===== config.mk =====
export PLATFORM = sky130hd
export DESIGN_NAME = fiducial_docking_sequencer_core
export DESIGN_NICKNAME = d
export VERILOG_FILES = /design/src/hw/rtl/fds_pkg.sv /design/src/hw/rtl/fiducial_docking_sequencer_core.sv
export SDC_FILE = /design/constraint.sdc
export NUM_CORES = 1
export LEC_CHECK = 0
export ABC_AREA = 1
export BUFFER_PORTS_ARGS = -buffer_cell sky130_fd_sc_hd__buf_4
export CELL_PAD_IN_SITES_DETAIL_PLACEMENT = 1
export CELL_PAD_IN_SITES_GLOBAL_PLACEMENT = 1
export CORE_UTILIZATION = 30
export CTS_BUF_LIST = sky130_fd_sc_hd__clkbuf_4 sky130_fd_sc_hd__clkbuf_8 sky130_fd_sc_hd__clkbuf_16
export CTS_CLUSTER_DIAMETER = 40
export DETAILED_ROUTE_END_ITERATION = 8
export HOLD_SLACK_MARGIN = 0.03
export PLACE_DENSITY = 0.58
export SYNTH_ARGS = -nofsm -noshare
export SYNTH_HDL_FRONTEND = slang
export SYNTH_SLANG_ARGS = --single-unit

===== constraint.sdc =====
create_clock -name clk -period 5.9 [get_ports clk]
set_input_delay 0.59 -clock clk [delete_from_list [all_inputs] [get_ports clk]]
set_output_delay 0.59 -clock clk [all_outputs]
set_load 0.01 [all_outputs]

===== src/hw/rtl/fds_pkg.sv =====
`timescale 1ns / 1ps
// ----------------------------------------------------------------------------
// fds_pkg
// Shared codes, field widths and the result type of the docking sequencer.
// ----------------------------------------------------------------------------
package fds_pkg;

	// Field widths
	localparam int OP_W    = 2;
	localparam int MODE_W  = 2;
	localparam int ANGLE_W = 16;
	localparam int DIST_W  = 16;
	localparam int RATE_W  = 15;
	localparam int TOL_W   = 16;
	localparam int SCALE_W = 13;
	localparam int THR_W   = 16;
	localparam int FWD_W   = 15;
	localparam int TURN_W  = 16;
	localparam int CFG_IDX_W  = 3;
	localparam int CFG_DATA_W = 16;

	// Request opcodes
	localparam logic [OP_W-1:0] OP_TICK    = 2'd0;
	localparam logic [OP_W-1:0] OP_ENABLE  = 2'd1;
	localparam logic [OP_W-1:0] OP_MEASURE = 2'd2;

	// Modes
	localparam logic [MODE_W-1:0] MODE_APPROACH  = 2'd0;
	localparam logic [MODE_W-1:0] MODE_DOCKED    = 2'd1;
	localparam logic [MODE_W-1:0] MODE_CENTERING = 2'd2;
	localparam logic [MODE_W-1:0] MODE_DISABLED  = 2'd3;

	// Register indexes
	localparam logic [CFG_IDX_W-1:0] REG_TURN_RATE       = 3'd0;
	localparam logic [CFG_IDX_W-1:0] REG_ANGLE_TOLERANCE = 3'd1;
	localparam logic [CFG_IDX_W-1:0] REG_DISTANCE_SCALE  = 3'd2;
	localparam logic [CFG_IDX_W-1:0] REG_DOCK_THRESHOLD  = 3'd3;
	localparam logic [CFG_IDX_W-1:0] REG_APPROACH_RATE   = 3'd4;

	// Register reset values
	localparam logic [RATE_W-1:0]  RST_TURN_RATE       = 15'd6144;
	localparam logic [TOL_W-1:0]   RST_ANGLE_TOLERANCE = 16'd40960;
	localparam logic [SCALE_W-1:0] RST_DISTANCE_SCALE  = 13'd2048;
	localparam logic [THR_W-1:0]   RST_DOCK_THRESHOLD  = 16'd205;
	localparam logic [RATE_W-1:0]  RST_APPROACH_RATE   = 15'd8192;

	// Divider quotient lengths: steering quotient is kept to 17 bits after
	// an up-front overflow check, forward quotient always fits 15 bits.
	localparam int STEER_QB = 17;
	localparam int FWD_QB   = 15;
	localparam int CNT_W    = 5;

	// Width of every product of the shared multiplier
	localparam int PROD_W = 31;

	// One tick result
	typedef struct packed {
		logic [MODE_W-1:0] mode;
		logic [FWD_W-1:0]  fwd;
		logic [TURN_W-1:0] turn;
		logic              cv;
	} res_t;

endpackage


===== src/hw/rtl/fiducial_docking_sequencer_core.sv =====
`timescale 1ns / 1ps
// ----------------------------------------------------------------------------
// fiducial_docking_sequencer_core
// Docking mode sequencer: centering, approach, docked and disabled modes.
// ----------------------------------------------------------------------------
// Usage:
//   Input channel (in_valid / in_stall) carries one request: a tick, an
//   enable event or a marker measurement. Enable events and measurements
//   update state in the accept cycle and produce no result. A tick produces
//   one result on the output channel (out_valid / out_stall).
//   Work of a tick: disabled, docked and centering without a marker need
//   no arithmetic; centering with a marker checks the angle against the
//   window; approach runs three multiplies, a 17-step steering division
//   (skipped when the steering value is zero or saturates up front) and a
//   15-step forward division, all on one multiplier and one subtractor.
//   Reset: mode disabled, held marker cleared, registers to their defaults.
//   in_stall is high while a tick is being worked, so one tick is in flight
//   at a time; other requests are taken every cycle while idle.
//   The result sits in an output register; the next request is accepted
//   while it waits. When out_stall holds the register, a following tick
//   finishes its arithmetic and then waits until the register frees.
//   Configuration is written through cfg_we / cfg_index / cfg_data; the user
//   must write it only while idle, as the block itself does not enforce this.
// ----------------------------------------------------------------------------
module fiducial_docking_sequencer_core
	import fds_pkg::*;
#(
	parameter int FRAC_BITS = 12
) (
	input  logic                  clk,
	input  logic                  arst_n,
	// configuration
	input  logic                  cfg_we,
	input  logic [CFG_IDX_W-1:0]  cfg_index,
	input  logic [CFG_DATA_W-1:0] cfg_data,
	// request channel
	input  logic                  in_valid,
	output logic                  in_stall,
	input  logic [OP_W-1:0]       op,
	input  logic                  enable_flag,
	input  logic signed [ANGLE_W-1:0] marker_angle,
	input  logic [DIST_W-1:0]     marker_distance,
	input  logic                  marker_seen,
	// result channel
	output logic                  out_valid,
	input  logic                  out_stall,
	output logic [MODE_W-1:0]     mode,
	output logic [FWD_W-1:0]      forward_speed,
	output logic signed [TURN_W-1:0] turn_speed,
	output logic                  command_valid
);

	// Widths following from the fraction length
	localparam int DEN_W = ((29 > TOL_W + FRAC_BITS) ? 29 : TOL_W + FRAC_BITS) + 1;
	localparam int SUB_W = DEN_W + 1;
	localparam int NUM_W = PROD_W + FRAC_BITS;

	// Sequencer states
	localparam logic [3:0] ST_IDLE = 4'd0;
	localparam logic [3:0] ST_MUL1 = 4'd1;
	localparam logic [3:0] ST_DEN  = 4'd2;
	localparam logic [3:0] ST_CMP  = 4'd3;
	localparam logic [3:0] ST_OVF  = 4'd4;
	localparam logic [3:0] ST_SDIV = 4'd5;
	localparam logic [3:0] ST_SSAT = 4'd6;
	localparam logic [3:0] ST_FSET = 4'd7;
	localparam logic [3:0] ST_FDIV = 4'd8;
	localparam logic [3:0] ST_FEND = 4'd9;
	localparam logic [3:0] ST_DONE = 4'd10;

	// Configuration registers
	logic [RATE_W-1:0]  turn_rate_q;
	logic [TOL_W-1:0]   angle_tol_q;
	logic [SCALE_W-1:0] dist_scale_q;
	logic [THR_W-1:0]   dock_thr_q;
	logic [RATE_W-1:0]  appr_rate_q;

	// Block state
	logic [MODE_W-1:0]  mode_q;
	logic [ANGLE_W-1:0] angle_q;
	logic [DIST_W-1:0]  dist_q;
	logic               seen_q;

	// Sequencer and datapath registers
	logic [3:0]          state_q;
	logic [CNT_W-1:0]    cnt_q;
	logic [PROD_W-1:0]   prod_q;
	logic [DEN_W-1:0]    den_q;
	logic [DEN_W-1:0]    dvs_q;
	logic [DEN_W-1:0]    rem_q;
	logic [STEER_QB-1:0] quo_q;
	logic                skip_q;
	res_t                res_q;

	// Output register
	logic               out_valid_q;
	res_t               out_q;

	logic accept;
	assign accept   = in_valid && !in_stall;
	assign in_stall = (state_q != ST_IDLE);

	// Result moves into the output register this cycle
	logic handoff;
	assign handoff = (state_q == ST_DONE) && (!out_valid_q || !out_stall);

	// Angle magnitude and sign
	logic [ANGLE_W-1:0] mag;
	logic               ang_pos;
	assign mag     = angle_q[ANGLE_W-1] ? ANGLE_W'(-angle_q) : angle_q;
	assign ang_pos = !angle_q[ANGLE_W-1] && (angle_q != '0);

	// Shared multiplier
	logic [15:0] mul_a;
	logic [15:0] mul_b;
	logic [31:0] mul_full;
	always_comb begin
		case (state_q)
			ST_MUL1: begin
				mul_a = dist_q;
				mul_b = 16'(dist_scale_q);
			end
			ST_DEN: begin
				mul_a = mag;
				mul_b = 16'(turn_rate_q);
			end
			ST_SSAT: begin
				mul_a = 16'(appr_rate_q);
				mul_b = dist_q;
			end
			default: begin
				mul_a = '0;
				mul_b = '0;
			end
		endcase
	end
	assign mul_full = 32'(mul_a) * 32'(mul_b);

	// Steering numerator split into high part and the bits shifted in
	logic [NUM_W-1:0]    num;
	logic [STEER_QB-1:0] num_lo;
	logic [DEN_W-1:0]    num_hi;
	assign num    = {prod_q, {FRAC_BITS{1'b0}}};
	assign num_lo = num[STEER_QB-1:0];
	assign num_hi = DEN_W'(num[NUM_W-1:STEER_QB]);

	// Shared subtractor
	logic [SUB_W-1:0] sub_a;
	logic [SUB_W-1:0] sub_b;
	logic [SUB_W:0]   diff;
	logic             borrow;
	always_comb begin
		case (state_q)
			ST_CMP: begin
				sub_a = SUB_W'(den_q);
				sub_b = SUB_W'({mag, {FRAC_BITS{1'b0}}});
			end
			ST_OVF: begin
				sub_a = SUB_W'(num_hi);
				sub_b = SUB_W'(den_q);
			end
			ST_SDIV, ST_FDIV: begin
				sub_a = {rem_q, quo_q[STEER_QB-1]};
				sub_b = SUB_W'(dvs_q);
			end
			default: begin
				sub_a = '0;
				sub_b = '0;
			end
		endcase
	end
	assign diff   = {1'b0, sub_a} - {1'b0, sub_b};
	assign borrow = diff[SUB_W];

	// Saturated steering value from the finished quotient
	logic [TURN_W-1:0] steer_sat;
	always_comb begin
		if (ang_pos) begin
			steer_sat = (quo_q > STEER_QB'(32767)) ? 16'h7FFF : quo_q[TURN_W-1:0];
		end else begin
			steer_sat = (quo_q > STEER_QB'(32768)) ? 16'h8000 : TURN_W'(-quo_q[TURN_W-1:0]);
		end
	end

	// Configuration writes
	always_ff @(posedge clk or negedge arst_n) begin
		if (!arst_n) begin
			turn_rate_q  <= RST_TURN_RATE;
			angle_tol_q  <= RST_ANGLE_TOLERANCE;
			dist_scale_q <= RST_DISTANCE_SCALE;
			dock_thr_q   <= RST_DOCK_THRESHOLD;
			appr_rate_q  <= RST_APPROACH_RATE;
		end else if (cfg_we) begin
			case (cfg_index)
				REG_TURN_RATE:       turn_rate_q  <= cfg_data[RATE_W-1:0];
				REG_ANGLE_TOLERANCE: angle_tol_q  <= cfg_data[TOL_W-1:0];
				REG_DISTANCE_SCALE:  dist_scale_q <= cfg_data[SCALE_W-1:0];
				REG_DOCK_THRESHOLD:  dock_thr_q   <= cfg_data[THR_W-1:0];
				REG_APPROACH_RATE:   appr_rate_q  <= cfg_data[RATE_W-1:0];
				default: ;
			endcase
		end
	end

	// Sequencer, held state and result register
	always_ff @(posedge clk or negedge arst_n) begin
		if (!arst_n) begin
			state_q     <= ST_IDLE;
			cnt_q       <= '0;
			mode_q      <= MODE_DISABLED;
			angle_q     <= '0;
			dist_q      <= '0;
			seen_q      <= 1'b0;
			skip_q      <= 1'b0;
			out_valid_q <= 1'b0;
		end else begin
			// drop the result once taken
			if (out_valid_q && !out_stall && !handoff) begin
				out_valid_q <= 1'b0;
			end
			case (state_q)
				ST_IDLE: begin
					if (accept) begin
						case (op)
							OP_ENABLE: begin
								mode_q <= enable_flag ? MODE_CENTERING : MODE_DISABLED;
							end
							OP_MEASURE: begin
								seen_q <= marker_seen;
								if (marker_seen) begin
									angle_q <= marker_angle;
									dist_q  <= marker_distance;
								end
							end
							OP_TICK: begin
								res_q.fwd <= '0;
								res_q.cv  <= (mode_q != MODE_DISABLED);
								case (mode_q)
									MODE_DISABLED: begin
										res_q.mode <= MODE_DISABLED;
										res_q.turn <= '0;
										state_q    <= ST_DONE;
									end
									MODE_DOCKED: begin
										res_q.mode <= MODE_DISABLED;
										res_q.turn <= '0;
										state_q    <= ST_DONE;
									end
									MODE_CENTERING: begin
										res_q.mode <= MODE_CENTERING;
										if (!seen_q) begin
											res_q.turn <= TURN_W'(turn_rate_q);
											state_q    <= ST_DONE;
										end else begin
											res_q.turn <= ang_pos ? TURN_W'(-{1'b0, turn_rate_q})
											                      : TURN_W'(turn_rate_q);
											state_q    <= ST_MUL1;
										end
									end
									default: begin
										state_q <= ST_MUL1;
									end
								endcase
							end
							default: ;
						endcase
					end
				end
				// distance times scale
				ST_MUL1: begin
					prod_q  <= mul_full[PROD_W-1:0];
					state_q <= ST_DEN;
				end
				// form the shared denominator, start angle times rate
				ST_DEN: begin
					den_q   <= DEN_W'(prod_q[28:0]) + DEN_W'({angle_tol_q, {FRAC_BITS{1'b0}}});
					prod_q  <= mul_full[PROD_W-1:0];
					state_q <= (mode_q == MODE_CENTERING) ? ST_CMP : ST_OVF;
				end
				// centering: advance to approach when within tolerance
				ST_CMP: begin
					if (!borrow) begin
						res_q.mode <= MODE_APPROACH;
					end
					state_q <= ST_DONE;
				end
				// steering: zero, overflow, or start the division
				ST_OVF: begin
					if (prod_q == '0) begin
						res_q.turn <= '0;
						skip_q     <= 1'b1;
						state_q    <= ST_SSAT;
					end else if (!borrow) begin
						res_q.turn <= ang_pos ? 16'h7FFF : 16'h8000;
						skip_q     <= 1'b1;
						state_q    <= ST_SSAT;
					end else begin
						rem_q   <= num_hi;
						quo_q   <= num_lo;
						dvs_q   <= den_q;
						cnt_q   <= CNT_W'(STEER_QB);
						skip_q  <= 1'b0;
						state_q <= ST_SDIV;
					end
				end
				// one restoring step: keep the shifted remainder on a borrow
				ST_SDIV, ST_FDIV: begin
					rem_q <= borrow ? sub_a[DEN_W-1:0] : diff[DEN_W-1:0];
					quo_q <= {quo_q[STEER_QB-2:0], !borrow};
					cnt_q <= cnt_q - 1'b1;
					if (cnt_q == CNT_W'(1)) begin
						state_q <= (state_q == ST_SDIV) ? ST_SSAT : ST_FEND;
					end
				end
				// hold steering result, forward product and divisor
				ST_SSAT: begin
					if (!skip_q) begin
						res_q.turn <= steer_sat;
					end
					prod_q  <= mul_full[PROD_W-1:0];
					dvs_q   <= DEN_W'(17'(dist_q) + 17'(dist_scale_q) + 17'd1);
					state_q <= ST_FSET;
				end
				ST_FSET: begin
					rem_q   <= DEN_W'(prod_q[PROD_W-1:FWD_QB]);
					quo_q   <= {prod_q[FWD_QB-1:0], {(STEER_QB-FWD_QB){1'b0}}};
					cnt_q   <= CNT_W'(FWD_QB);
					state_q <= ST_FDIV;
				end
				ST_FEND: begin
					res_q.fwd  <= quo_q[FWD_W-1:0];
					res_q.mode <= (dist_q > dock_thr_q) ? MODE_APPROACH : MODE_DOCKED;
					state_q    <= ST_DONE;
				end
				// hand the result to the output register when it frees
				ST_DONE: begin
					if (handoff) begin
						out_q       <= res_q;
						out_valid_q <= 1'b1;
						mode_q      <= res_q.mode;
						state_q     <= ST_IDLE;
					end
				end
				default: begin
					state_q <= ST_IDLE;
				end
			endcase
		end
	end

	assign out_valid     = out_valid_q;
	assign mode          = out_q.mode;
	assign forward_speed = out_q.fwd;
	assign turn_speed    = out_q.turn;
	assign command_valid = out_q.cv;

`ifndef SYNTH
	// a new result only comes from the hand-off state
	a_result_src: assert property (@(posedge clk) disable iff (!arst_n)
		$rose(out_valid) |-> $past(state_q == ST_DONE))
		else $error("result raised outside hand-off");

	// the divider remainder stays below the divisor
	a_rem_bound: assert property (@(posedge clk) disable iff (!arst_n)
		(state_q == ST_SDIV || state_q == ST_FDIV) |-> (rem_q < dvs_q))
		else $error("divider remainder out of range");

	// divider never runs with an empty step count
	a_cnt_live: assert property (@(posedge clk) disable iff (!arst_n)
		(state_q == ST_SDIV || state_q == ST_FDIV) |-> (cnt_q != '0))
		else $error("divider step count exhausted");

	// no command only when the tick started disabled
	a_cv_mode: assert property (@(posedge clk) disable iff (!arst_n)
		(out_valid && !command_valid) |-> (mode == MODE_DISABLED && turn_speed == '0))
		else $error("idle result carries speed or mode");

	// forward motion only from an approach tick
	a_fwd_mode: assert property (@(posedge clk) disable iff (!arst_n)
		(out_valid && forward_speed != '0) |->
		(mode == MODE_APPROACH || mode == MODE_DOCKED))
		else $error("forward speed outside approach");
`endif

endmodule


==> summary.txt <==
Status = finished, violations left
Failing checks = negative setup slack
GRT Residual Overflow = 0
Pins over their slew limit = 0
Core Box Area = 92200 um^2
Gpl congestion = 0.908
Layout cells sized above 1 = 22.2%
FFs w/ async S/R, synth = 37.0%
XOR/XNOR share of the synthesized area = 2.59%
Synth Area in Adders = 22.0%
Avg Inst Size Synth = 7.91 um^2
Crit path largest cell delay = 0.54 ns
Max-Cap Viols = 0
Post-Synth Simple-Gate Area = 22.7%
Layout area overhead = 30.2%
Die W = 308 um
FP Rows = 111
Multi-input logic area = 17200 um^2
First-pass GRT wire length = 171 mm
CTS tree = built
Synth cell types = 52
Vias = 25900
CP required = 6.28 ns
Clock Power Share = 17.0%
Crit-path max FO = 9
Synth top area cells = edfxtp_1 22%, fa_1 14%, nand2_1 11%, dfrtp_1 9.6%, inv_1 8.4%
Most common cell after layout, fill and taps aside = nand2_1
Clk slew on worst S/H paths = 0.06 ns
CP Class = reg2reg
Worst path slowest cell = fa_2
Setup ws final = -0.581 ns
Switch share = 50.1%
Share of the synthesized area in the top cell type = 22.0%
Synthesized instance count = 3551
Cell area after placement = 33200 um^2
Multiplexer share of the synthesized area = 0.0801%
Clock sinks = 327
Reg2Reg Depth = 27
DRT Pass-1 Iters = 5
Bufs on Longest Clock Path = 3
Seq/Total Area, Yosys = 32.8%
YS warnings = 0
Mapped Nets = 3988
Worst setup path startpoint = state_q[1]
Final hold violations = 0
Power per cell area = 566 nW/um^2
DRC = 0
Total global-route track usage = 24.1%
Hold depth = 2
Flop pwr share = 17.9%
# setup viols final = 22
Worst-margin pin slew = 1.19 ns
DP Cell Count = 5152
Comb power frac = 65.1%
Fin crit share = 110%
Post-route antenna net violation count = 0
Setup total negative slack = -8.85 ns
Psw = 0.0104 W
Tmin final = 6.48 ns
Port Buffers = 95
DRT iter0 DRCs = 1439
Critical path arrival = 6.86 ns
Hold WS = 0.187 ns
Largest family of logic cells by synthesized area = simple AND/OR/NAND/NOR gates
CTS H-tree lvls = 2
DR WL/cell = 21.5 um
DRT Wirelength = 114 mm
Die height = 308 um
Setup crit end kind = flop
Root buf cell = clkbuf_16
Reg2reg start = state_q[1]
Most frequent cells in the layout = 797 x nand2_1, 590 x inv_1, 461 x buf_4, 310 x nor2_1, 220 x nand3_1
Clk_skew = 0.0506 ns
Vias/cell = 4.88
Register area = 9230 um^2
Number of flops mapped to enable cells by yosys = 206
Post-route insts no fill = 5313
HPWL Detailed = 93.4 mm
# nets final = 4454
Largest net degree at the start of global routing = 68
Achievable Freq = 0.154 GHz
Seq cells post-synth = 327
Die area = 94900 um^2
# fillers = 11200
Critical path launch point type = flop
Inserted Clock Buffers = 60
Synth Area in Compound Gates = 9.48%
HP Class = in2reg
Hold Startpoint = marker_distance[7]
RSZ-0062 raised after global routing = true
Vias in the first global route = 27600
Netlist Area Pre-Place = 28100 um^2
Num ports = 96
Design area = 36600 um^2
Peak supply drop = 0.337 mV
Pwr Total = 0.0207 W
Dominant cell type by area after synthesis = edfxtp_1
Int Power = 0.0103 W
Initial antenna violation count = 2
Max transition margin = 20.6%
Primary FF master, synth = edfxtp_1
Leak pwr = 18.0 nW
Initial Utilization = 30.5%
Worst-skew pair later-pin latency = 0.66 ns
==> power by group through the flow <==
stage          clock (W)  sequential [W]  combinational (W)
2_1_floorplan          0         0.00356            0.00763
3_3_place_gp           0         0.00371             0.0126
3_5_place_dp           0         0.00372             0.0127
4_1_cts          0.00359         0.00369             0.0134
5_1_grt          0.00368         0.00374             0.0149
6_report         0.00353         0.00370             0.0135
==> registers in the layout, indices dropped and copies added (netlist names), 17 cells and up <==
signal / flops
den_q: 30
prod_q: 31
rem_q: 30
dvs_q: 30
res_q: 34
quo_q: 17
==> synthesized netlist by cell type, types with 10 or more instances <==
cell	instances
nand2_1	829
inv_1	629
nor2_1	352
nand3_1	232
edfxtp_1	206
fa_1	196
o21ai_0	188
ha_1	181
a21oi_1	173
dfrtp_1	108
xor2_1	53
buf_2	45
nor3_1	43
nand4_1	42
clkbuf_1	41
a22oi_1	30
xnor2_1	30
o22ai_1	17
dfstp_2	13
inv_2	13
nand2_2	13
a21o_1	10
==> through the flow <==
step                      setup WS [ns]  util, %
final                            -0.581     39.7
after global routing             -0.852     39.7
after CTS                        -0.587     39.2
after detailed placement          -1.10     36.0
after global placement            -1.12     36.0
after floorplan                 -0.0724        -
==> cell type report <==
type | instances | area share, %
multi-input cells | 2480 | 46.9
flip-flops and latches | 327 | 25.2
clock buffers | 72 | 4.50
repair buffers | 500 | 11.1
diodes | 1 | 0.00684
clock inverters | 42 | 1.21
well taps | 1243 | 4.25
inverters | 647 | 6.77
repair inverters | 1 | 0.0205
==> final timing paths <==
kind | slack [ns] | to
min in group asynchronous | 0.52 | turn_rate_q[0]
max in group asynchronous | 3.93 | angle_q[7]
max | -0.58 | prod_q[19]
max reg2reg | -0.58 | prod_q[19]
min reg2reg | 0.41 | turn_speed[14]
min | 0.19 | dist_q[7]
==> what timing repair did <==
| action | in CTS | in global routing |
|---|---|---|
| cloned | 1 | 0 |
| endpoints found under the hold margin | 47 | 0 |
| buffers inserted | 30 | 14 |
| pin swaps | 44 | 27 |
| hold buffers | 1 | 0 |
| resized for setup | 150 | 94 |
| setup endpoints to repair | 24 | 24 |
==> logic make-up after synthesis <==
family | after synthesis
adder cells (fa/ha/maj) | 377
buffers and inverters | 744
XOR/XNOR | 83
multiplexers | 2
flip-flops | 327
AND/OR/NAND/NOR | 1543
AO/OA/AOI/OAI | 475
==> per-layer routing <==
layer  track usage, %  vias up  share of wire [%]  routed length (um)
li1                 -    12300                  -                   -
met1             30.5    13000                 44               50000
met3             1.86      157                2.8                3170
met5                0        -                  0                   0
met4             7.81        0                3.3                3790
met2             43.2      472                 50               57300
==> worst max-delay path, delay by kind of cell (launching register included) <==
family	cells	cell delay (ns)
flops	1	0.41
xor+xnor	1	0.15
buf+inv	11	1.27
compound gates	4	0.66
simple gates	4	0.35
fa+ha+maj	7	3.33
(Power assumes the default switching activity.)
